**src/hw/rtl/mtb_pkg.sv**
```systemverilog
// mtb_pkg: operation codes, timer entry type, controller/datapath command
// and status structs, and the per-entry tick update for the timer bank.
// No dependencies.
package mtb_pkg;

  typedef enum logic [2:0] {
    OP_TICK        = 3'd0,
    OP_START_ONCE  = 3'd1,
    OP_START_AUTO  = 3'd2,
    OP_STOP        = 3'd3,
    OP_CHECK       = 3'd4,
    OP_READ_RT     = 3'd5,
    OP_ELAPSED     = 3'd6,
    OP_START_DELAY = 3'd7
  } mtb_op_t;

  localparam logic [30:0] RUN_WRAP      = 31'h7FFF_FFFF;
  localparam logic [3:0]  TEN_TICKS     = 4'd10;
  localparam logic [6:0]  HUNDRED_TICKS = 7'd100;

  typedef struct packed {
    logic        flag;
    logic        auto_mode;
    logic [31:0] reload;
    logic [31:0] count;
  } mtb_entry_t;

  typedef struct packed {
    logic capture;
    logic exec;
    logic rd_id;
    logic wr_start;
    logic wr_rmw;
    logic sweep_rd;
    logic load_out;
  } mtb_cmd_t;

  typedef struct packed {
    mtb_op_t op;
    logic    id_ok;
    logic    sweep_last;
  } mtb_sts_t;

  function automatic mtb_entry_t tick_entry(input mtb_entry_t e);
    mtb_entry_t  r;
    logic [31:0] dec;
    r   = e;
    dec = e.count - 32'd1;
    if (e.count != 32'd0) begin
      r.count = dec;
      if (dec == 32'd0) begin
        r.flag = 1'b1;
        if (e.auto_mode) begin
          r.count = e.reload;
        end
      end
    end
    return r;
  endfunction

endpackage

```
**src/hw/rtl/mtb_ctrl.sv**
```systemverilog
// mtb_ctrl: sequencing state machine for the timer bank.
// Depends on mtb_pkg; drives mtb_dp through mtb_cmd_t, reads mtb_sts_t.
module mtb_ctrl import mtb_pkg::*; (
  input  logic     clk,
  input  logic     rst_n,
  input  logic     in_valid,
  output logic     in_stall,
  output logic     out_valid,
  input  logic     out_stall,
  input  mtb_sts_t sts,
  output mtb_cmd_t cmd
);

  typedef enum logic [5:0] {
    S_IDLE  = 6'b000001,
    S_EXEC  = 6'b000010,
    S_SWEEP = 6'b000100,
    S_DRAIN = 6'b001000,
    S_RMW   = 6'b010000,
    S_OUT   = 6'b100000
  } state_t;

  state_t state_r, state_nxt;
  logic   out_valid_r, out_valid_nxt;
  logic   out_free;
  logic   is_start, is_rmw;

  assign out_free = !out_valid_r || !out_stall;
  assign in_stall = (state_r != S_IDLE);
  assign out_valid = out_valid_r;
  assign is_start = (sts.op == OP_START_ONCE) || (sts.op == OP_START_AUTO);
  assign is_rmw   = (sts.op == OP_STOP) || (sts.op == OP_CHECK);

  always_comb begin
    state_nxt = state_r;
    cmd       = '0;
    case (state_r)
      S_IDLE: begin
        if (in_valid) begin
          cmd.capture = 1'b1;
          state_nxt   = S_EXEC;
        end
      end
      S_EXEC: begin
        cmd.exec  = 1'b1;
        state_nxt = S_OUT;
        if (sts.op == OP_TICK) begin
          cmd.sweep_rd = 1'b1;
          state_nxt    = sts.sweep_last ? S_DRAIN : S_SWEEP;
        end else if (sts.id_ok && is_start) begin
          cmd.wr_start = 1'b1;
        end else if (sts.id_ok && is_rmw) begin
          cmd.rd_id = 1'b1;
          state_nxt = S_RMW;
        end
      end
      S_SWEEP: begin
        cmd.sweep_rd = 1'b1;
        if (sts.sweep_last) begin
          state_nxt = S_DRAIN;
        end
      end
      S_DRAIN: begin
        state_nxt = S_OUT;
      end
      S_RMW: begin
        cmd.wr_rmw = 1'b1;
        state_nxt  = S_OUT;
      end
      S_OUT: begin
        if (out_free) begin
          cmd.load_out = 1'b1;
          state_nxt    = S_IDLE;
        end
      end
      default: begin
        state_nxt = S_IDLE;
      end
    endcase
  end

  always_comb begin
    out_valid_nxt = out_valid_r;
    if (cmd.load_out) begin
      out_valid_nxt = 1'b1;
    end else if (!out_stall) begin
      out_valid_nxt = 1'b0;
    end
  end

  always_ff @(posedge clk) begin
    if (!rst_n) begin
      state_r     <= S_IDLE;
      out_valid_r <= 1'b0;
    end else begin
      state_r     <= state_nxt;
      out_valid_r <= out_valid_nxt;
    end
  end

  a_accept_exec: assert property (@(posedge clk) disable iff (!rst_n)
    (in_valid && !in_stall) |=> (state_r == S_EXEC))
    else $error("accepted beat did not enter execute");

  a_sweep_tick: assert property (@(posedge clk) disable iff (!rst_n)
    (state_r == S_SWEEP) |-> (sts.op == OP_TICK))
    else $error("sweep running for a non-tick beat");

  a_rmw_ok: assert property (@(posedge clk) disable iff (!rst_n)
    (state_r == S_RMW) |-> (sts.id_ok && is_rmw))
    else $error("read-modify-write for bad id or wrong operation");

endmodule

```
**src/hw/rtl/mtb_dp.sv**
```systemverilog
// mtb_dp: timer entry memory, run-time/delay/pulse counters, result staging
// and output payload registers. Depends on mtb_pkg; commanded by mtb_ctrl.
module mtb_dp import mtb_pkg::*; #(
  parameter int TIMER_COUNT = 8
) (
  input  logic        clk,
  input  logic        rst_n,
  input  mtb_cmd_t    cmd,
  output mtb_sts_t    sts,
  input  logic [2:0]  in_operation,
  input  logic [7:0]  in_timer_id,
  input  logic [31:0] in_period_ms,
  input  logic [30:0] in_last_time,
  output logic        out_expired,
  output logic [30:0] out_time_value,
  output logic        out_delay_done,
  output logic        out_pulse_1ms,
  output logic        out_pulse_10ms,
  output logic        out_pulse_100ms,
  output logic        out_id_error
);

  localparam int IW = (TIMER_COUNT > 1) ? $clog2(TIMER_COUNT) : 1;

  // captured beat
  logic [2:0]  op_raw_r;
  logic [7:0]  id_r;
  logic [31:0] period_r;
  logic [30:0] last_r;
  mtb_op_t     op;
  logic        id_ok;
  logic [IW-1:0] addr_id;

  // entry memory
  mtb_entry_t mem [TIMER_COUNT];
  logic [TIMER_COUNT-1:0] vld_r;
  mtb_entry_t rd_data_r;
  logic       rd_vld_r;
  logic       rd_en, wr_en;
  logic [IW-1:0] rd_addr, wr_addr;
  mtb_entry_t wr_data, entry_rd;

  logic [IW-1:0] sweep_idx_r;
  logic [IW-1:0] sw_addr_r;
  logic          sw_pend_r;

  // scalar state
  logic [30:0] run_time_r, run_time_nxt;
  logic [31:0] delay_cnt_r, delay_cnt_nxt;
  logic        delay_flag_r, delay_flag_nxt;
  logic [3:0]  ten_r, ten_nxt;
  logic [6:0]  hund_r, hund_nxt;
  logic [30:0] rt_inc;
  logic [3:0]  ten_inc;
  logic [6:0]  hund_inc;
  logic [31:0] dly_dec;
  logic        p10, p100;
  logic [31:0] diff;
  logic [30:0] elapsed;

  // staged result and output payload
  logic        res_exp_r, res_p1_r, res_p10_r, res_p100_r, res_err_r;
  logic [30:0] res_tval_r;
  logic        out_exp_r, out_dd_r, out_p1_r, out_p10_r, out_p100_r, out_err_r;
  logic [30:0] out_tval_r;

  assign op      = mtb_op_t'(op_raw_r);
  assign id_ok   = ({1'b0, id_r} < 9'(TIMER_COUNT));
  assign addr_id = id_r[IW-1:0];

  assign sts = mtb_sts_t'{op: op, id_ok: id_ok,
                          sweep_last: (sweep_idx_r == IW'(TIMER_COUNT - 1))};

  always_ff @(posedge clk) begin
    if (cmd.capture) begin
      op_raw_r <= in_operation;
      id_r     <= in_timer_id;
      period_r <= in_period_ms;
      last_r   <= in_last_time;
    end
  end

  assign rd_en    = cmd.sweep_rd || cmd.rd_id;
  assign rd_addr  = cmd.sweep_rd ? sweep_idx_r : addr_id;
  assign entry_rd = rd_vld_r ? rd_data_r : '0;

  always_comb begin
    wr_en   = 1'b0;
    wr_addr = addr_id;
    wr_data = entry_rd;
    if (sw_pend_r) begin
      wr_en   = 1'b1;
      wr_addr = sw_addr_r;
      wr_data = tick_entry(entry_rd);
    end else if (cmd.wr_rmw) begin
      wr_en        = 1'b1;
      wr_data.flag = 1'b0;
      if (op == OP_STOP) begin
        wr_data.count     = 32'd0;
        wr_data.auto_mode = 1'b0;
      end
    end else if (cmd.wr_start) begin
      wr_en             = 1'b1;
      wr_data.flag      = 1'b0;
      wr_data.auto_mode = (op == OP_START_AUTO);
      wr_data.reload    = period_r;
      wr_data.count     = period_r;
    end
  end

  always_ff @(posedge clk) begin
    if (wr_en) begin
      mem[wr_addr] <= wr_data;
    end
    if (rd_en) begin
      rd_data_r <= mem[rd_addr];
      rd_vld_r  <= vld_r[rd_addr];
    end
    if (cmd.sweep_rd) begin
      sw_addr_r <= sweep_idx_r;
    end
  end

  always_ff @(posedge clk) begin
    if (!rst_n) begin
      vld_r       <= '0;
      sw_pend_r   <= 1'b0;
      sweep_idx_r <= '0;
    end else begin
      if (wr_en) begin
        vld_r[wr_addr] <= 1'b1;
      end
      sw_pend_r <= cmd.sweep_rd;
      if (cmd.capture) begin
        sweep_idx_r <= '0;
      end else if (cmd.sweep_rd) begin
        sweep_idx_r <= sweep_idx_r + IW'(1);
      end
    end
  end

  // scalar counters
  assign rt_inc   = run_time_r + 31'd1;
  assign ten_inc  = ten_r + 4'd1;
  assign hund_inc = hund_r + 7'd1;
  assign dly_dec  = delay_cnt_r - 32'd1;
  assign p10      = (ten_inc >= TEN_TICKS);
  assign p100     = (hund_inc >= HUNDRED_TICKS);
  assign diff     = {1'b0, run_time_r} - {1'b0, last_r};
  assign elapsed  = diff[31] ? (diff[30:0] - 31'd1) : diff[30:0];

  always_comb begin
    run_time_nxt   = run_time_r;
    delay_cnt_nxt  = delay_cnt_r;
    delay_flag_nxt = delay_flag_r;
    ten_nxt        = ten_r;
    hund_nxt       = hund_r;
    if (cmd.exec && (op == OP_TICK)) begin
      if (delay_cnt_r != 32'd0) begin
        delay_cnt_nxt = dly_dec;
        if (dly_dec == 32'd0) begin
          delay_flag_nxt = 1'b1;
        end
      end
      run_time_nxt = (rt_inc == RUN_WRAP) ? 31'd0 : rt_inc;
      ten_nxt      = p10 ? 4'd0 : ten_inc;
      hund_nxt     = p100 ? 7'd0 : hund_inc;
    end else if (cmd.exec && (op == OP_START_DELAY) && (period_r != 32'd0)) begin
      delay_cnt_nxt  = (period_r == 32'd1) ? 32'd2 : period_r;
      delay_flag_nxt = 1'b0;
    end
  end

  always_ff @(posedge clk) begin
    if (!rst_n) begin
      run_time_r   <= '0;
      delay_cnt_r  <= '0;
      delay_flag_r <= 1'b0;
      ten_r        <= '0;
      hund_r       <= '0;
    end else begin
      run_time_r   <= run_time_nxt;
      delay_cnt_r  <= delay_cnt_nxt;
      delay_flag_r <= delay_flag_nxt;
      ten_r        <= ten_nxt;
      hund_r       <= hund_nxt;
    end
  end

  // result staging
  always_ff @(posedge clk) begin
    if (cmd.exec) begin
      res_exp_r  <= 1'b0;
      res_tval_r <= (op == OP_READ_RT) ? run_time_r :
                    (op == OP_ELAPSED) ? elapsed : 31'd0;
      res_p1_r   <= (op == OP_TICK);
      res_p10_r  <= (op == OP_TICK) && p10;
      res_p100_r <= (op == OP_TICK) && p100;
      res_err_r  <= !id_ok && (op == OP_START_ONCE || op == OP_START_AUTO ||
                               op == OP_STOP || op == OP_CHECK);
    end else if (cmd.wr_rmw && (op == OP_CHECK)) begin
      res_exp_r <= entry_rd.flag;
    end
  end

  always_ff @(posedge clk) begin
    if (cmd.load_out) begin
      out_exp_r  <= res_exp_r;
      out_tval_r <= res_tval_r;
      out_dd_r   <= delay_flag_r;
      out_p1_r   <= res_p1_r;
      out_p10_r  <= res_p10_r;
      out_p100_r <= res_p100_r;
      out_err_r  <= res_err_r;
    end
  end

  assign out_expired     = out_exp_r;
  assign out_time_value  = out_tval_r;
  assign out_delay_done  = out_dd_r;
  assign out_pulse_1ms   = out_p1_r;
  assign out_pulse_10ms  = out_p10_r;
  assign out_pulse_100ms = out_p100_r;
  assign out_id_error    = out_err_r;

  a_sweep_no_alias: assert property (@(posedge clk) disable iff (!rst_n)
    (sw_pend_r && cmd.sweep_rd) |-> (sw_addr_r != sweep_idx_r))
    else $error("sweep read and write-back hit the same entry");

  a_one_writer: assert property (@(posedge clk) disable iff (!rst_n)
    sw_pend_r |-> !(cmd.wr_rmw || cmd.wr_start))
    else $error("sweep write-back collides with another write");

  a_rt_wrap: assert property (@(posedge clk) disable iff (!rst_n)
    (cmd.exec && op == OP_TICK) |=> (run_time_r != RUN_WRAP))
    else $error("run time reached the wrap value");

endmodule

```
**src/hw/rtl/millisecond_timer_bank.sv**
```systemverilog
// A tick beat sweeps every entry, one per cycle, through the timer memory
// (one read, one write port), then drains; valid-id stop and check add a
// read-modify-write. One beat in flight; the next beat is accepted the cycle
// after its result enters the output register, even if that result is stalled.
// Reset (rst_n, synchronous, active low) clears counters, control and all
// timers at once through per-entry valid bits; no clearing pass.
module millisecond_timer_bank import mtb_pkg::*; #(
  parameter int TIMER_COUNT = 8
) (
  input  logic        clk,
  input  logic        rst_n,
  input  logic        in_valid,
  output logic        in_stall,
  input  logic [2:0]  in_operation,
  input  logic [7:0]  in_timer_id,
  input  logic [31:0] in_period_ms,
  input  logic [30:0] in_last_time,
  output logic        out_valid,
  input  logic        out_stall,
  output logic        out_expired,
  output logic [30:0] out_time_value,
  output logic        out_delay_done,
  output logic        out_pulse_1ms,
  output logic        out_pulse_10ms,
  output logic        out_pulse_100ms,
  output logic        out_id_error
);

  mtb_cmd_t cmd;
  mtb_sts_t sts;

  mtb_ctrl u_ctrl (
    .clk       (clk),
    .rst_n     (rst_n),
    .in_valid  (in_valid),
    .in_stall  (in_stall),
    .out_valid (out_valid),
    .out_stall (out_stall),
    .sts       (sts),
    .cmd       (cmd)
  );

  mtb_dp #(
    .TIMER_COUNT (TIMER_COUNT)
  ) u_dp (
    .clk             (clk),
    .rst_n           (rst_n),
    .cmd             (cmd),
    .sts             (sts),
    .in_operation    (in_operation),
    .in_timer_id     (in_timer_id),
    .in_period_ms    (in_period_ms),
    .in_last_time    (in_last_time),
    .out_expired     (out_expired),
    .out_time_value  (out_time_value),
    .out_delay_done  (out_delay_done),
    .out_pulse_1ms   (out_pulse_1ms),
    .out_pulse_10ms  (out_pulse_10ms),
    .out_pulse_100ms (out_pulse_100ms),
    .out_id_error    (out_id_error)
  );

endmodule

```
**config.mk**
```make
export PLATFORM = sky130hd
export DESIGN_NAME = millisecond_timer_bank
export DESIGN_NICKNAME = d
export VERILOG_FILES = /design/src/hw/rtl/mtb_pkg.sv /design/src/hw/rtl/mtb_ctrl.sv /design/src/hw/rtl/mtb_dp.sv /design/src/hw/rtl/millisecond_timer_bank.sv
export SDC_FILE = /design/constraint.sdc
export NUM_CORES = 1
export LEC_CHECK = 0
export BUFFER_PORTS_ARGS = -buffer_cell sky130_fd_sc_hd__buf_4
export CAP_MARGIN = 20
export CORE_MARGIN = 8
export CORE_UTILIZATION = 50
export CTS_CLUSTER_SIZE = 12
export DETAILED_ROUTE_END_ITERATION = 8
export GPL_ROUTABILITY_DRIVEN = 0
export PLACE_DENSITY_LB_ADDON = 0.08
export RECOVER_POWER = 25
export SLEW_MARGIN = 40
export SYNTH_ARGS = -nofsm -noshare
export SYNTH_HDL_FRONTEND = slang
export SYNTH_SLANG_ARGS = --single-unit
```
**constraint.sdc**
```tcl
create_clock -name clk -period 19 [get_ports clk]
set_input_delay 0 -clock clk [delete_from_list [all_inputs] [get_ports clk]]
set_output_delay 0 -clock clk [all_outputs]
set_load 0.03 [all_outputs]
```
### Word level (Yosys, flattened, before mapping)

Memory sizes are Yosys's and may differ from the RTL's. A register that Yosys moved wholly into a read port is not among the register bits.
Index checks and enable logic that the tools add are counted.

| storage, ports and cells | value |
|---|---|
| memory bits (read-only) | 0 |
| input bits | 78 |
| memory bits (writable) | 528 |
| memories kept | 1 |
| bits in latches | 0 |
| word-level logic and storage cells | 160 |
| register bits after elaboration | 245 |

| cells by class | value |
|---|---|
| multiply operators | 0 |
| bitwise logic cells | 2 |
| $lt $le $gt $ge | 6 |
| multiplexer cells | 60 |
| reductions and logical operators | 31 |
| add/subtract/negate cells | 8 |
| divide/modulo/power cells | 0 |
| equality and inequality tests | 23 |
| shift-type cells | 0 |

Memory list:

| memory | depth | width | read ports | clocked after Yosys merged registers in | write ports | line | source |
|---|---|---|---|---|---|---|---|
| u_dp.mem | 8 | 66 | 1 | 1 | 1 | mtb_dp.sv:35 | `mtb_entry_t mem [TIMER_COUNT];` |

Operators by type and width:

| cell | number |
|---|---|
| 2-to-1 mux 32 bit | 10 |
| 2-to-1 mux 66 bit | 3 |
| 2-to-1 mux 31 bit | 4 |
| nonzero test 32 bit | 3 |
| zero test 32 bit | 2 |
| subtractor 32 x 1 -> 32 bit, second input constant | 2 |
| 2-to-1 mux 6 bit | 6 |
| == test 32 x 1 -> 1 bit, second input constant | 1 |
| subtractor 31 x 31 -> 32 bit | 1 |
| adder 31 x 1 -> 31 bit, second input constant | 1 |
| == test 31 bit, second input constant | 1 |
| subtractor 31 x 1 -> 31 bit, second input constant | 1 |
| case mux 6 bit (5 select lines) | 1 |
| 2-to-1 mux 1 bit | 25 |
| == test 3 bit, second input constant | 5 |
| logical AND 1 bit | 10 |
| 2-to-1 mux 3 bit | 3 |
| less-than comparator 3 x 4 -> 1 bit, second input constant | 2 |
| less-than comparator 8 x 4 -> 1 bit, second input constant | 1 |
| 2-to-1 mux 4 bit | 2 |
| bitwise OR 8 bit | 1 |
| adder 7 x 1 -> 7 bit, second input constant | 1 |
| greater-or-equal comparator 7 bit, second input constant | 1 |
| 2-to-1 mux 7 bit | 1 |
| 27 further kinds | 42 |

### Longest topological paths before layout

| logic depth | value |
|---|---|
| depth in word-level cells | 12 |
| mapped depth | 19 |

### Cells and area by module

A second synthesis with hierarchy kept.

| unflattened totals | value |
|---|---|
| cells, all modules | 2,688 |
| area, all modules | 37,722.4 µm² |

By module, submodules not included:

| module | seq. area each (µm²) | area an instance (µm²) | times used | cells an instance |
|---|---|---|---|---|
| mtb_dp | 24,103.1 | 37,274.5 | 1 | 2,635 |
| mtb_ctrl | 140.1 | 447.9 | 1 | 53 |

### Worst setup path before layout

No wires, ideal clock.

| timing path | value |
|---|---|
| path kind | register to register |
| start | register u_dp.id_r[6] |
| end | register, netlist name u_dp.rd_data_r[0] |
| cell stages (with the launch flop) | 7 |
| arrival time | 6.008 ns |
| setup slack | 12.407 ns |
| data required time | 18.415 ns |
| setup time | 0.585 ns |
| path through | edfxtp_1 or4_1 nor2_1 a21oi_1 nor2_1 a21oi_1 o21ai_0 |

| between the ends | value |
|---|---|
| longest elaborated chain between the ends | 7 |
| elaborated cells on any way between the ends | 8 |
| those cells by class | order compare: 1; mux: 4; reduce/logical: 3 |

RTL lines:

| what | line | source |
|---|---|---|
| start, declared | mtb_dp.sv:27 | `logic [7:0] id_r;` |
| start signal, assigned | mtb_dp.sv:77 | `id_r <= in_timer_id;` |
| less-than comparator 8 x 4 -> 1 bit (*) | mtb_dp.sv:68 | `assign id_ok = ({1'b0, id_r} < 9'(TIMER_COUNT));` |
| logical AND 1 bit | mtb_ctrl.sv:52 | `end else if (sts.id_ok && is_rmw) begin` |
| 2-to-1 mux 1 bit | mtb_ctrl.sv:52 |  |
| 2-to-1 mux 1 bit (*) | mtb_ctrl.sv:50 | `end else if (sts.id_ok && is_start) begin` |
| 2-to-1 mux 2 bit (*) | mtb_ctrl.sv:47 | `if (sts.op == OP_TICK) begin` |
| 2-to-1 mux 3 bit (*) | mtb_ctrl.sv:37 | `case (state_r)` |
| logical OR 1 bit (*) | mtb_dp.sv:83 | `assign rd_en = cmd.sweep_rd \|\| cmd.rd_id;` |
| named net u_dp.rd_en | mtb_dp.sv:39 | `logic rd_en, wr_en;` |

The timed path passes the listed nets; every way through them passes the cells marked *.
A chain may end at the register's enable or synchronous reset.

### Worst setup path after layout

| timing path | value |
|---|---|
| start | register u_ctrl.state_r[3] |
| end | register u_dp.run_time_r[23] |

| between the ends | value |
|---|---|
| longest elaborated chain between the ends | 3 |

RTL lines:

| what | line | source |
|---|---|---|
| start, declared | mtb_ctrl.sv:23 | `state_t state_r, state_nxt;` |
| start signal, assigned | mtb_ctrl.sv:96 | `state_r <= state_nxt;` |
| == test 6 x 2 -> 1 bit | mtb_ctrl.sv:37 |  |
| 2-to-1 mux 3 bit | mtb_ctrl.sv:37 |  |
| logical AND 1 bit | mtb_dp.sv:158 | `if (cmd.exec && (op == OP_TICK)) begin` |
| end signal, assigned | mtb_dp.sv:182 | `run_time_r <= run_time_nxt;` |
| end, declared | mtb_dp.sv:48 | `logic [30:0] run_time_r, run_time_nxt;` |

No other way between the ends.

==> key figures <==
Status
  • Run status: finished, violations left
  • Failing checks: capacitance limit, slew limit

Die
  • Width of the die: 291 µm
  • Core Box Area: 75600 µm²
  • Die Area: 84900 µm²
  • Initial Util: 50.2%
  • Die Y: 291 µm
  • Row count: 101
  • IO Count: 117

Timing
  • Fmax achieved: 0.138 GHz
  • Final Hold Violating Endpoints: 0
  • Relative slew margins: -183%
  • Final worst path period share: 38.0%
  • Post-route setup TNS: 0 ns
  • Transition time of the tightest slew-check pin: 4.25 ns
  • Number of max-slew violations in the final report: 330
  • Final setup viols: 0
  • Worst Clk Skew: 0.0411 ns
  • Tightest hold margin: 0.0592 ns
  • Tmin final: 7.23 ns
  • RSZ-0062 raised after global routing: false

Critical path
  • FF-to-FF Start: u_ctrl.state_r[3]
  • Nature of the critical path endpoint: register
  • Worst-path fanout max: 94
  • WP data arrival: 7.80 ns
  • Largest delay contributor family on the critical path: buffers and inverters
  • FF-to-FF path depth: 7
  • Critical path class: register to register
  • Reg-to-reg slack, setup: 11.77 ns
  • Crit-path slowest cell: clkbuf_1
  • Crit-path max cell delay: 2.96 ns
  • Worst-path cell chain: nor4_1, nand3b_1, clkinvlp_2, nand2_1, clkbuf_1, o21ai_0, nor2_1
  • RR Endpoint: u_dp.run_time_r[23]
  • Critical Path Source: u_ctrl.state_r[3]
  • Critical path required time: 19.58 ns
  • CP Buf/Inv Count: 2
  • Crit start category: register

Global routing
  • Antenna violations before repair: 0
  • Largest net degree at the start of global routing: 135
  • Number of global-route vias before repair: 24833
  • First-pass GRT wire length: 151000 µm
  • Total global-route track usage: 22.9%
  • Total grt overflow: 0

Clock network
  • Clock sink count: 839
  • H-tree lvl count: 3
  • TritonCTS clock tree: built
  • Worst-Skew Late Latency: 0.68 ns
  • Post-CTS Setup Repair Bufs: 0
  • TritonCTS Buffers: 91
  • CTS root buf: clkbuf_16
  • Cells resized by post-CTS repair: 0
  • CTS clock-pin slew for the worst setup and hold paths: 0.06 ns
  • CTS max path bufs: 3

Pwr
  • Clock share of power: 44.0%
  • P_int: 3.12 mW
  • Seq pwr share: 51.1%
  • Pwr Total: 3.96 mW
  • VDD IR max: 0.0000772 V
  • Net switching power: 843 µW
  • Switch share: 21.3%
  • Lkg Pwr: 14.3 nW
  • Cell Pwr Density: 91.1 nW/µm²
  • Combinational Power Share: 4.9%

Logic synthesis
  • Syn. warnings: 0
  • Synth Instances: 2742
  • Asr flop ratio synth: 0%
  • Top cells by count, synth: edfxtp_1 (744), nand2_1 (229), nor2_1 (139)
  • Most used DFF post-synth: edfxtp_1
  • Post-Syn Nets: 2864
  • Synthesized cell area: 37900 µm²
  • Register area share after synthesis: 63.9%
  • Ranking of synthesized cells by area: edfxtp_1 (59%), mux4_2 (8.0%), dfxtp_1 (5.0%), nand2_1 (2.3%), mux2_2 (2.0%)
  • Share of the synthesized area in the top cell type: 58.9%
  • Count leader, synth: edfxtp_1
  • Count of state elements after synthesis: 839
  • Area leader, netlist: edfxtp_1
  • Synth unique cells: 90
  • Syn avg cell area: 13.8 µm²
  • Post-synth EDFFs: 744

Finish
  • Register area: 24200 µm²
  • Multi-input gate area: 13000 µm²
  • Layout cells sized above 1: 16.3%
  • Layout net count: 3033
  • # diodes: 0
  • Syn-to-layout area delta: 14.7%
  • Finished Layout Cells: 3952
  • Fillers: 6070

Place
  • HPWL after DPL: 61800 µm
  • PortBufs: 116
  • Post-Place Cells: 3715

Route
  • WL/cell: 25.2 µm
  • Drt initial violations: 2013
  • Detailed-route DRC error count: 0
  • First-pass DRT Iterations: 7
  • Via Count: 24573
  • Final wirelength: 99500 µm
  • Vias per cell: 6.22
  • Post-DRT Antenna Nets: 0

Worst hold path
  • Hold Path Stages: 2
  • Hold endpoint: u_dp.period_r[5]
  • Hold Path Origin: in_period_ms[5]
  • Hold Crit Class: input pin to register

Run
  • Max-cap viol count: 6
sequential cells by signal, indices dropped and copies added (netlist names), 4 cells and up:
signal               count
u_dp.vld_r               8
u_dp.id_r                8
u_dp.ten_r               4
u_dp.run_time_r         31
u_dp.out_time_value     31
u_dp.last_r             31
u_ctrl.state_r           6
u_dp.rd_data_r          66
u_dp.period_r           32
u_dp.hund_r              7
u_dp.res_tval_r         31
u_dp.delay_cnt_r        32
u_dp.mem               528
repair_timing:
action | 4_1_cts | 5_1_grt
endpoints found under the hold margin | 89 | 0
hold buffers | 77 | 0
setup endpoints to repair | 0 | 0
power by group through the flow:
| stage | sequential (mW) | combinational (mW) | clock, mW |
|---|---|---|---|
| 3_3_place_gp | 2.06 | 0.178 | 0 |
| 5_1_grt | 2.03 | 0.210 | 1.85 |
| 6_report | 2.03 | 0.194 | 1.74 |
| 2_1_floorplan | 2.05 | 0.131 | 0 |
| 3_5_place_dp | 2.06 | 0.185 | 0 |
| 4_1_cts | 2.03 | 0.199 | 1.78 |
worst register-to-register path, delay by kind of cell (launching register included):
| family | cells | cell delay (ns) |
|---|---|---|
| AOI/OAI and AO/OA | 1 | 0.98 |
| DFF | 1 | 0.39 |
| and+or+nand+nor | 4 | 1.25 |
| buffers and inverters | 2 | 4.53 |
metal layers:
layer  share of wire [%]  vias to the layer above  global-route usage [%]
li1                    -                    11072                       -
met4                 4.1                        0                    9.26
met1                  40                    12389                    28.7
met5                   0                        -                       0
met2                  50                      877                    40.2
met3                 5.5                      235                    3.13
cells in the final DEF, fill, tap and decap left out, types with 22 or more instances in the layout:
cell | Yosys | final
nor2b_1 | 47 | 47
a21oi_1 | 134 | 132
dfxtp_1 | 95 | 95
buf_4 | 0 | 22
nand2_1 | 229 | 226
clkbuf_16 | 0 | 92
nor2_1 | 139 | 130
nand4_1 | 37 | 37
inv_1 | 63 | 63
clkbuf_4 | 0 | 67
or3_1 | 23 | 23
mux2_2 | 67 | 67
mux4_2 | 134 | 134
xnor2_1 | 56 | 56
dlygate4sd3_1 | 0 | 77
o21a_1 | 42 | 42
ha_1 | 43 | 43
edfxtp_1 | 744 | 744
o21ai_0 | 131 | 128
clkbuf_1 | 133 | 71
nor3_1 | 85 | 85
a22o_1 | 26 | 26
nor4_1 | 32 | 28
and2_1 | 39 | 37
nand3_1 | 59 | 59
area by class of cell:
class                      count  area share, %
tap                          978           2.81
timing repair buffer         234           4.33
inverter                      64          0.555
multi-input combinational   1681           29.8
sequential                   839           55.7
clock inverter                41           1.16
clock buffer                 115           5.61
kinds of logic after synthesis:
kind of cell / share of synthesized area [%]
AOI/OAI and AO/OA: 9.55
xor gates and xnor gates: 1.76
adders and majority gates: 1.47
buffers and inverters: 2.30
DFF: 63.9
muxes: 10.3
and+or+nand+nor: 10.7
metrics by stage:
stage               setup WS [ns]  instance area [µm²]  util [%]
floorplan                   12.41                37900         -
global route                11.00                43500      57.6
global placement            13.64                39800      52.7
CTS                         13.72                43700      57.8
detailed placement          13.72                40000      52.9
finish                      11.77                43500      57.6
worst max path at each step:
stage                           to  slack [ns]  cells after the start
3_3_place_gp    u_dp.rd_data_r[48]       13.64                     11
3_5_place_dp    u_dp.rd_data_r[31]       13.72                     12
2_1_floorplan    u_dp.rd_data_r[0]       12.41                      6
4_1_cts         u_dp.rd_data_r[59]       13.72                     12
5_1_grt        u_dp.run_time_r[23]       11.00                      7
6_report       u_dp.run_time_r[23]       11.77                      7
Power figures use the tool's default switching activity.
